### src/oriented_box_extent_defines.svh
// Assertion macros for the oriented box extent block.
// Taken by `include in files that check their own logic; no other dependencies.
`ifndef ORIENTED_BOX_EXTENT_DEFINES_SVH
`define ORIENTED_BOX_EXTENT_DEFINES_SVH
`ifndef SYNTH
// Uses clk and arst_n of the including module.
`define OBE_ASSERT(lbl, prop) \
	lbl: assert property (@(posedge clk) disable iff (!arst_n) prop) \
		else $error("oriented_box_extent: assertion failed");
`define OBE_ASSERT_IMPL(lbl, ante, cons) `OBE_ASSERT(lbl, (ante) |-> (cons))
`define OBE_ASSERT_NEXT(lbl, ante, cons) `OBE_ASSERT(lbl, (ante) |=> (cons))
`else
`define OBE_ASSERT(lbl, prop)
`define OBE_ASSERT_IMPL(lbl, ante, cons)
`define OBE_ASSERT_NEXT(lbl, ante, cons)
`endif
`endif

### src/obe_pkg.sv
// Shared widths, register codes, reset values and types of the oriented box extent block.
// No dependencies; the block's modules and the testbench refer to it by scoped names.
package obe_pkg;

	localparam int FRAC_W     = 16;
	localparam int AXIS_W     = 18;
	localparam int AXES_W     = 3 * AXIS_W;
	localparam int CENTRE_W   = 63;
	localparam int MARGIN_W   = 16;
	localparam int BOUND_W    = 24;
	localparam int SIZE_W     = 22;
	localparam int CFG_IDX_W  = 3;
	localparam int CFG_DATA_W = 64;

	localparam logic [CFG_IDX_W-1:0] REG_AXIS_U     = 3'd0;
	localparam logic [CFG_IDX_W-1:0] REG_AXIS_V     = 3'd1;
	localparam logic [CFG_IDX_W-1:0] REG_AXIS_W     = 3'd2;
	localparam logic [CFG_IDX_W-1:0] REG_BOX_CENTRE = 3'd3;
	localparam logic [CFG_IDX_W-1:0] REG_MARGIN     = 3'd4;

	localparam logic [AXES_W-1:0]   AXIS_U_RST = 54'd65536;
	localparam logic [AXES_W-1:0]   AXIS_V_RST = 54'd4294967296;
	localparam logic [AXES_W-1:0]   AXIS_W_RST = 54'd281474976710656;
	localparam logic [CENTRE_W-1:0] CENTRE_RST = '0;
	localparam logic [MARGIN_W-1:0] MARGIN_RST = 16'd3277;

	localparam logic [BOUND_W-1:0] BOUND_MAX = {1'b0, {(BOUND_W-1){1'b1}}};
	localparam logic [BOUND_W-1:0] BOUND_MIN = {1'b1, {(BOUND_W-1){1'b0}}};
	localparam logic [SIZE_W-1:0]  SIZE_MAX  = '1;

	typedef logic signed [AXIS_W-1:0] axis_t;
	typedef logic [2:0][BOUND_W-1:0] bound3_t;

	typedef struct packed {
		logic [AXES_W-1:0]   axis_u;
		logic [AXES_W-1:0]   axis_v;
		logic [AXES_W-1:0]   axis_w;
		logic [CENTRE_W-1:0] centre;
		logic [MARGIN_W-1:0] margin;
	} cfg_t;

	typedef struct packed {
		bound3_t lo;
		bound3_t hi;
	} box_bounds_t;

	// Component j (x, y, z) of a packed axis register.
	function automatic axis_t axis_comp(input logic [AXES_W-1:0] a, input int j);
		return a[j*AXIS_W +: AXIS_W];
	endfunction

endpackage

### src/obe_bounds.sv
// Running minimum and maximum per axis, and margin widening on the last point of a set.
// Depends on obe_pkg and the assertion macros in oriented_box_extent_defines.svh.
`include "oriented_box_extent_defines.svh"

module obe_bounds (
	input  logic                          clk,
	input  logic                          arst_n,
	input  logic                          p_valid,
	output logic                          p_ready,
	input  obe_pkg::bound3_t              proj,
	input  logic                          p_last,
	input  logic [obe_pkg::MARGIN_W-1:0]  margin,
	output logic                          b_valid,
	input  logic                          b_ready,
	output obe_pkg::box_bounds_t          bb
);
	localparam int BW = obe_pkg::BOUND_W;

	obe_pkg::bound3_t run_min_q, run_max_q;
	obe_pkg::bound3_t new_min, new_max;
	obe_pkg::bound3_t lo_c, hi_c, lo_q, hi_q;
	logic             v4_q;
	logic             take;
	logic [BW:0]      lo_t [3];
	logic [BW:0]      hi_t [3];

	// A non-last item only folds into the running bounds; a last one needs the output stage.
	assign p_ready = !p_last || !v4_q || b_ready;
	assign take    = p_valid && p_ready;

	always_comb begin
		for (int k = 0; k < 3; k++) begin
			new_min[k] = ($signed(proj[k]) < $signed(run_min_q[k])) ? proj[k] : run_min_q[k];
			new_max[k] = ($signed(proj[k]) > $signed(run_max_q[k])) ? proj[k] : run_max_q[k];
			lo_t[k] = {new_min[k][BW-1], new_min[k]} - (BW+1)'(margin);
			hi_t[k] = {new_max[k][BW-1], new_max[k]} + (BW+1)'(margin);
			if (lo_t[k][BW] != lo_t[k][BW-1])
				lo_c[k] = lo_t[k][BW] ? obe_pkg::BOUND_MIN : obe_pkg::BOUND_MAX;
			else
				lo_c[k] = lo_t[k][BW-1:0];
			if (hi_t[k][BW] != hi_t[k][BW-1])
				hi_c[k] = hi_t[k][BW] ? obe_pkg::BOUND_MIN : obe_pkg::BOUND_MAX;
			else
				hi_c[k] = hi_t[k][BW-1:0];
		end
	end

	always_ff @(posedge clk or negedge arst_n) begin
		if (!arst_n) begin
			run_min_q <= {3{obe_pkg::BOUND_MAX}};
			run_max_q <= {3{obe_pkg::BOUND_MIN}};
			v4_q      <= 1'b0;
		end else begin
			if (take) begin
				if (p_last) begin
					run_min_q <= {3{obe_pkg::BOUND_MAX}};
					run_max_q <= {3{obe_pkg::BOUND_MIN}};
				end else begin
					run_min_q <= new_min;
					run_max_q <= new_max;
				end
			end
			if (!v4_q || b_ready) v4_q <= take && p_last;
		end
	end

	always_ff @(posedge clk) begin
		if (take && p_last) begin
			lo_q <= lo_c;
			hi_q <= hi_c;
		end
	end

	assign b_valid = v4_q;
	assign bb.lo   = lo_q;
	assign bb.hi   = hi_q;

	`OBE_ASSERT_NEXT(a_run_reset_after_last, take && p_last, run_min_q[0] == obe_pkg::BOUND_MAX && run_max_q[2] == obe_pkg::BOUND_MIN)
	`OBE_ASSERT_NEXT(a_run_hold_when_idle, !take, $stable(run_min_q) && $stable(run_max_q))
	`OBE_ASSERT_IMPL(a_bounds_ordered, v4_q, $signed(lo_q[0]) <= $signed(hi_q[0]) && $signed(lo_q[1]) <= $signed(hi_q[1]) && $signed(lo_q[2]) <= $signed(hi_q[2]))
endmodule

### config.mk
export PLATFORM = sky130hd
export DESIGN_NAME = obe_bounds
export DESIGN_NICKNAME = d
export VERILOG_FILES = /design/src/obe_pkg.sv /design/src/obe_bounds.sv
export VERILOG_INCLUDE_DIRS = /design/src /design/src/src
export SDC_FILE = /design/constraint.sdc
export NUM_CORES = 1
export LEC_CHECK = 0
export ABC_AREA = 1
export BUFFER_PORTS_ARGS = -buffer_cell sky130_fd_sc_hd__buf_4
export CAP_MARGIN = 20
export CORE_AREA = 2 2 239 241
export DETAILED_ROUTE_END_ITERATION = 10
export DIE_AREA = 0 0 241 243
export PLACE_DENSITY = 0.59
export SETUP_SLACK_MARGIN = 0.1
export SYNTH_ARGS = -nofsm -noshare
export SYNTH_HDL_FRONTEND = slang
export SYNTH_SLANG_ARGS = --single-unit
export TNS_END_PERCENT = 100
### constraint.sdc
create_clock -name clk -period 5.4 [get_ports clk]
set_clock_uncertainty 0.1 [all_clocks]
set_input_delay 0 -clock clk [delete_from_list [all_inputs] [get_ports clk]]
set_output_delay 0 -clock clk [all_outputs]
set_load 0.01 [all_outputs]
### Word-level counts from Yosys, hierarchy flattened

Cells that the tools add are included.

| cells by class | value |
|---|---|
| add/sub/neg operators | 6 |
| reduce and logical (&&, ||, !) cells | 7 |
| magnitude comparators | 6 |
| mux-type cells | 20 |
| equality and inequality tests | 6 |

Operator list:

| cell | count |
|---|---|
| $mux 24 | 18 |
| $mux 72 | 2 |
| $add 24x17->25 | 3 |
| $sub 24x17->25 | 3 |
| $gt 24x24->1 | 3 |
| $lt 24x24->1 | 3 |
| $ne 1x1->1 | 6 |
| $logic_or 1x1->1 | 3 |
| $logic_and 1x1->1 | 2 |
| $logic_not 1->1 | 2 |

| storage, ports and cells | value |
|---|---|
| register bits | 289 |

### Logic depth before layout (Yosys ltp)

Gate-level depths: netlist (run 1).

| logic depth | value |
|---|---|
| depth after elaboration | 5 |
| depth in mapped cells | 36 |

### Worst setup path before layout (run 1)

No wires, ideal clock.

| timing | value |
|---|---|
| path kind | reg2reg |
| start | reg run_max_q[71] in the netlist's numbering |
| end | reg hi_q, in the netlist bb[52], data pin |
| required time | 5047 ps |
| cell stages (with the launch flop) | 29 |
| setup time | 253 ps |
| buffers on the path | 4 |
| slack | 849 ps |
| data arrival time | 4197 ps |
| cells stage by stage | dfstp_2 inv_1 ha_1 a21oi_1 o21ai_0 a21oi_1 nand3_1 nand2_1 nand3_1 buf_4 inv_1 buf_2 clkbuf_1 nand2_1 o21ai_0 ha_1 a21oi_1 nand2_1 a21boi_1 o21ai_0 a21boi_0 o21ai_1 nand2_1 nand2_1 nand3_1 nand2_1 nand2_2 buf_4 nand2_1 |

RTL lines:

| what | RTL line | source |
|---|---|---|
| from (decl) | obe_bounds.sv:19 | `obe_pkg::bound3_t run_min_q, run_max_q;` |
| from (signal assigned) | obe_bounds.sv:51 | `run_max_q <= {3{obe_pkg::BOUND_MIN}};` |
| from (signal assigned) | obe_bounds.sv:57 | `run_max_q <= {3{obe_pkg::BOUND_MIN}};` |
| from (signal assigned) | obe_bounds.sv:60 | `run_max_q <= new_max;` |
| to (signal assigned) | obe_bounds.sv:70 | `hi_q <= hi_c;` |
| to (decl) | obe_bounds.sv:21 | `obe_pkg::bound3_t lo_c, hi_c, lo_q, hi_q;` |

==> out/results.tsv, run 1 <==
stage	metric	value	unit
outcome	status	finished with violations	
outcome	violations	hold timing	
power	p_int	7.999	mW
place	gp_congestion	0.8998	
timing	max_freq	0.2044	GHz
power	comb_power_share	56.7	%
clock_network	h-tree-depth	2	
yosys	yosysTopAreaCell	edfxtp_1	
final_layout	nFillCells	5533	
final_layout	final_util	48.24	%
critical_path	reg2reg_from	run_min_q[21]	
floorplanning	die-area	58560	um^2
power	seqPwrFrac	25.3	%
place	numPortBuffers	238	
yosys	async_reset_ff_share	50.17	%
yosys	synthTopCellsByArea	edfxtp_1, ha_1, nand2_1	
critical_path	critPathArrivalTime	5.09	ns
floorplanning	io_pins	239	
floorplanning	start_util	39.81	%
yosys	synth_area	22270	um^2
yosys	synth_xor_area_share	4.089	%
yosys	synth_top_area_share	19.41	%
power	finalPower	14.43	mW
yosys	synth_edf_count	144	
min_path	holdCritPathClass	input port to asynchronous set/reset pin	
timing	grt_setup_unrepaired	false	
routing	drc	0	
floorplanning	num_rows	87	
yosys	synthCells	2912	
critical_path	required	5.60	ns
floorplanning	dieWidth	241	um
routing	vias	20400	
power	power.switching	6.434	mW
power	ir_drop	0.0002303	V
clock_network	cts-root-buf	clkbuf_16	
floorplanning	die_y	243	um
timing	finalSetupViolCount	0	
clock_network	cts_buffers	38	
clock_network	cts_setup_buffers	0	
yosys	synth.yosys.warnings	0	
routing	dr.pass1.iters	7	
global_route	grt_pass1_vias	19870	
critical_path	critPathKind	flop to flop	
clock_network	clkTransAtPathRegs	0.06	ns
clock_network	insertion_delay	0.56	ns
yosys	ys_ff_latch	289	
routing	postRouteAntennaNets	0	
timing	maxSlewHeadroom	36.64	%
critical_path	crit_path_start_kind	flop	
final_layout	final_cell_mix	nand2_1, inv_1, buf_4	
timing	fin_crit	4.893	ns
run	maxCapViolCount	0	
routing	wl_per_cell	17.22	um
power	clkPwrFrac	18.0	%
timing	setup_tns	0	ns
critical_path	r2r_slack	0.51	ns
floorplanning	core	55950	um^2
critical_path	reg2reg_depth	23	
global_route	grt_antenna_before_repair	3	
power	swShare	44.58	%
yosys	ys_seq_area_share	36.11	%
clock_network	cts_tree	done	
global_route	grt_pass1_wl	106900	um
timing	tightest_slew	0.9504	ns
routing	vias_per_cell	5.108	
timing	maxSlewViolCount	0	
yosys	synth-simple-area-share	24.50	%
yosys	synth_top_family_by_area	simple AND/OR/NAND/NOR gates	
yosys	syn_nets	3248	
timing	hold_viol	4	
final_layout	final_common_cell	nand2_1	
global_route	grt_max_degree	85	
yosys	synth.area.mux_share	0	%
global_route	grt_usage	23.28	%
routing	totalWireLength	68790	um
critical_path	r2r_end	bb[87]	
critical_path	startpoint	run_min_q[21]	
yosys	yosysUniqueCellTypes	52	
global_route	gr-total-overflow	0	
power	p_leak	13.44	nW
clock_network	cts.sinks	289	
routing	drt_iter0_drc	1380	
yosys	syn_area_per_cell	7.649	um^2
critical_path	endpoint	bb[87]	
clock_network	clock_path_buffers	3	
yosys	synth_flop_cell	edfxtp_1	
yosys	synth_compound_area_share	12.32	%
timing	hold_ws	-0.01032	ns
final_layout	fin_nets	3542	
power	p_per_area	534.7	nW/um^2
yosys	synthAdderAreaFrac	13.85	%
final_layout	drive_gt1_share	14.74	%
critical_path	path_max_fanout	17	
final_layout	area_growth	21.19	%
place	dpl.hpwl	52400	um
timing	fin_crit_sh	90.62	%
critical_path	cp-end-kind	flop	
## per-stage QoR
step                      hold slack [ns]  cells  area [um^2]  setup slack (ns)
after detailed placement          0.04567   3838        24780           0.05669
after floorplan                   -0.3956   2912        22270            0.8492
after global routing              0.07816   3993        26990           0.09846
after global placement            0.04384   3838        24780           0.06444
final                            -0.01032   3994        26990            0.5066
after CTS                         0.02001   3990        26870            0.1398
## sequential cells by signal (all words and copies together) (netlist names)
name       count
bb           144
run_max_q     72
run_min_q     72
b_valid        1
## cell type report
cell class / instances / area (um^2) / area share, %
inverter: 426 / 1604 / 5.942
tap: 756 / 945.9 / 3.504
clock buffer: 51 / 1061 / 3.931
timing repair buffer: 343 / 2819 / 10.44
multi-input combinational: 2108 / 12320 / 45.62
antenna: 3 / 7.507 / 0.02781
clock inverter: 18 / 197.7 / 0.7324
sequential: 289 / 8043 / 29.80
## cell families after synthesis
logic type,Yosys count
XOR/XNOR,104
buffers and inverters,516
flip-flops,289
adder cells (fa/ha/maj),243
AND/OR/NAND/NOR,1262
AO/OA/AOI/OAI,498
## power groups by stage
stage	logic, mW	registers [mW]	clock network [mW]
2_1_floorplan	5.60	3.79	0
3_3_place_gp	7.92	3.69	0
3_5_place_dp	8.02	3.70	0
4_1_cts	8.14	3.67	2.66
5_1_grt	9.27	3.72	2.74
6_report	8.18	3.66	2.59
## per-layer routing
layer	vias up	routed length, um	part of all wire (%)	global-route usage, %
met4	0	2869	4.2	9.949
met1	9497	31090	45	31.20
met2	533	31620	46	38.07
li1	10240	-	-	-
met3	134	3209	4.7	2.354
met5	-	0	0	0
## worst max-delay path, stage by stage (launching register included)
cell,delay [ns]
dfstp_2,0.53
inv_1,0.05
ha_1,0.28
a21oi_1,0.13
nor2_1,0.05
nor2_1,0.12
nand2_1,0.10
a21oi_4,0.16
nand2_2,0.09
nand2_2,0.13
nand2_2,0.21
o21ai_0,0.41
ha_1,0.29
fa_1,0.22
o21ai_1,0.13
a21oi_1,0.35
o21bai_2,0.15
nand4_1,0.11
and3_1,0.32
nand3_4,0.13
nor2_2,0.15
nand2_4,0.12
nand2_2,0.20
nor2_1,0.08
## timing repair
item                                    4_1_cts  5_1_grt
hold buffers                                 83        0
gates resized for setup                       1       34
cloned                                        0        1
endpoints found under the setup margin       23      123
pin swaps                                     0        1
hold endpoints to repair                    247        0
## cells in the mapped netlist, types with 6 or more instances
cell type  count
nand4_1       26
nand3_1      242
nand2_1      772
nor2_2        15
xor2_1        68
nor2_1       137
buf_1         12
edfxtp_1     144
fa_1           6
a21oi_1      155
inv_1        422
a21boi_0       7
buf_4          9
nand2_2       31
ha_1         237
dfstp_2       72
a21o_1        14
o21ai_0      195
dfrtp_1       73
o22ai_1       89
nand3_2       12
clkbuf_1      44
xnor2_1       36
o21ai_1       11
buf_2         19
nand3b_1       7
## how the worst min path moves through the flow
| stage | start | to | slack, ns | depth (start not counted) |
|---|---|---|---|---|
| finish | arst_n | run_max_q[65] | -0.01 | 2 |
| global route | arst_n | run_max_q[67] | 0.08 | 2 |
| CTS | arst_n | run_max_q[67] | 0.02 | 2 |
| detailed placement | arst_n | run_max_q[67] | 0.05 | 1 |
| global placement | arst_n | run_max_q[65] | 0.04 | 1 |
| floorplan | arst_n | b_valid | -0.40 | 0 |
(Power assumes the default switching activity.)
==> run 2: changes to the inputs <==
==> constraint.sdc (replaced) <==
create_clock -name clk -period 5.4 [get_ports clk]
set_clock_uncertainty 0.1 [all_clocks]
set_input_delay 0.54 -clock clk [delete_from_list [all_inputs] [get_ports clk]]
set_output_delay 0.54 -clock clk [all_outputs]
set_load 0.01 [all_outputs]
==> run 2 against run 1 <==
Wire length increased by 1.8%. Maximum frequency increased by 0.87%. The run still ends with hold timing left. Cell area decreased by 2.1%.
==> out/results.tsv, run 2 (synthesis gave the netlist of run 1 again) <==
stage	metric	value	unit	change
outcome	status	finished with violations		
outcome	violations	hold timing		
critical_path	critPathKind	flop to flop		
place	gp_congestion	0.9356		+4.0%
routing	dr.pass1.iters	6		-1
power	clkPwrFrac	18.8	%	+0.8 points
timing	fin_crit	4.851	ns	-0.04200 ns
final_layout	final_cell_count_no_fill	3921		-1.8%
final_layout	post-route-cell-area	26430	um^2	-2.1%
global_route	gr-total-overflow	0		unchanged
global_route	grt_pass1_wl	108200	um	+1.2%
routing	vias_per_cell	5.158		+0.98%
clock_network	cts_tree	done		
clock_network	clock_path_buffers	3		unchanged
final_layout	drive_gt1_share	16.00	%	+1.3 points
place	dpl.hpwl	53620	um	+2.3%
floorplanning	die-area	58560	um^2	unchanged
timing	maxSlewViolCount	0		unchanged
power	ir_drop	0.0002903	V	+26%
power	power.switching	6.622	mW	+2.9%
power	seqPwrFrac	24.8	%	-0.5 points
timing	hold_ws	-0.02985	ns	-0.01953 ns
place	numPortBuffers	238		unchanged
power	p_int	8.176	mW	+2.2%
clock_network	clkTransAtPathRegs	0.07	ns	about the same
global_route	grt_usage	23.57	%	+0.29 points
clock_network	h-tree-depth	2		unchanged
final_layout	area_growth	18.66	%	
place	placed_area	24800	um^2	about the same
routing	drt_iter0_drc	1280		-7.2%
floorplanning	die_y	243	um	unchanged
final_layout	fin_nets	3470		-2.0%
floorplanning	num_rows	87		unchanged
floorplanning	core	55950	um^2	unchanged
global_route	grt_max_degree	106		+25%
clock_network	cts.sinks	289		unchanged
critical_path	cp-end-kind	flop		
timing	max_freq	0.2061	GHz	+0.87%
timing	grt_setup_unrepaired	true		
clock_network	cts_buffers	38		unchanged
clock_network	insertion_delay	0.56	ns	about the same
critical_path	critPathArrivalTime	5.06	ns	-0.03 ns
power	p_leak	13.20	nW	-1.8%
floorplanning	io_pins	239		unchanged
critical_path	path_max_fanout	24		+7
final_layout	largest_reg_flops	144		unchanged
timing	hold_viol	11		+7
timing	finalSetupViolCount	0		unchanged
power	swShare	44.75	%	+0.17 points
power	p_per_area	559.9	nW/um^2	+4.7%
clock_network	cts-root-buf	clkbuf_16		
power	finalPower	14.80	mW	+2.5%
timing	fin_ws	0.5486	ns	+0.04201 ns
routing	drc	0		unchanged
place	preCtsSetupSlack	-0.09128	ns	-0.1480 ns
final_layout	regArea	8043	um^2	unchanged
critical_path	r2r_slack	0.55	ns	+0.04 ns
floorplanning	start_util	39.81	%	unchanged
power	comb_power_share	56.5	%	-0.2 points
final_layout	final_common_cell	nand2_1		
timing	maxSlewHeadroom	27.09	%	-9.5 points
timing	setup_tns	0	ns	unchanged
routing	vias	20230		-0.87%
global_route	grt_pass1_vias	19580		-1.5%
final_layout	nFillCells	5615		+1.5%
routing	postRouteAntennaNets	0		unchanged
min_path	holdCritPathClass	input port to asynchronous set/reset pin		
routing	wl_per_cell	17.85	um	+3.7%
final_layout	final_util	47.24	%	-1.0 points
timing	tightest_slew	1.094	ns	+0.1432 ns
critical_path	required	5.60	ns	about the same
final_layout	final_cell_mix	nand2_1, inv_1, buf_4		
timing	fin_crit_sh	89.84	%	-0.78 points
final_layout	multi_input_area	12470	um^2	+1.2%
floorplanning	dieWidth	241	um	unchanged
routing	totalWireLength	70010	um	+1.8%
run	maxCapViolCount	0		unchanged
critical_path	crit_path_start_kind	flop		
place	post-place-cells	3841		+0.078%
global_route	grt_antenna_before_repair	2		-1
run 2: worst max-delay path, stage by stage, from the launching register on:
cell	delay [ns]
dfstp_2	0.53
inv_1	0.05
ha_1	0.36
nand2_1	0.09
nor2_1	0.20
nand2_1	0.11
nor2_1	0.11
nand2_1	0.09
nand4_1	0.08
nand3_1	0.18
inv_2	0.16
buf_4	0.25
nand2_1	0.07
o21ai_1	0.12
ha_1	0.31
a21oi_1	0.16
a21boi_1	0.24
o21ai_0	0.16
a21boi_1	0.22
o21ai_1	0.14
nand2_1	0.08
nand2_1	0.13
nand3_1	0.22
nand2_2	0.17
nand2_4	0.20
nand2_1	0.07
run 2: routing by layer:
metal | GRT usage (%) | vias to the layer above | part of all wire [%]
met5 | 0 | - | 0.049
met4 | 8.642 | 4 | 3.5
met2 | 37.80 | 515 | 46
met3 | 4.447 | 134 | 6.0
li1 | - | 10100 | -
met1 | 31.48 | 9471 | 45
run 2: power by group through the flow:
| stage | logic (mW) | registers (mW) | clock network, mW |
|---|---|---|---|
| finish | 8.36 | 3.66 | 2.78 |
| global route | 9.48 | 3.73 | 2.92 |
| CTS | 8.14 | 3.68 | 2.84 |
| detailed placement | 8.09 | 3.71 | 0 |
| global placement | 8.00 | 3.70 | 0 |
| floorplan | 5.60 | 3.79 | 0 |
run 2: layout make-up:
cell class	instances	share of cell area, %
Antenna cell	2	0.01894
Clock buffer	48	3.896
Clock inverter	21	1.179
Inverter	426	6.083
Multi-Input combinational cell	2114	47.18
Sequential cell	289	30.43
Tap cell	756	3.579
Timing Repair Buffer	265	7.636
run 2: worst paths after layout:
check / cells past startpoint / from / end
max reg2reg: 25 / run_max_q[71] / bb[50]
max in group asynchronous: 2 / arst_n / run_max_q[25]
min reg2reg: 2 / b_valid / b_valid
min in group clk: 4 / b_ready / b_valid
min: 1 / arst_n / run_max_q[66]
max: 25 / run_max_q[71] / bb[50]
run 2: timing repair:
action                                  CTS  global route
buffers inserted                          0             2
gates resized for setup                   0            63
endpoints found under the setup margin    0           140
endpoints found under the hold margin     0             0
hold buffers                              0             0
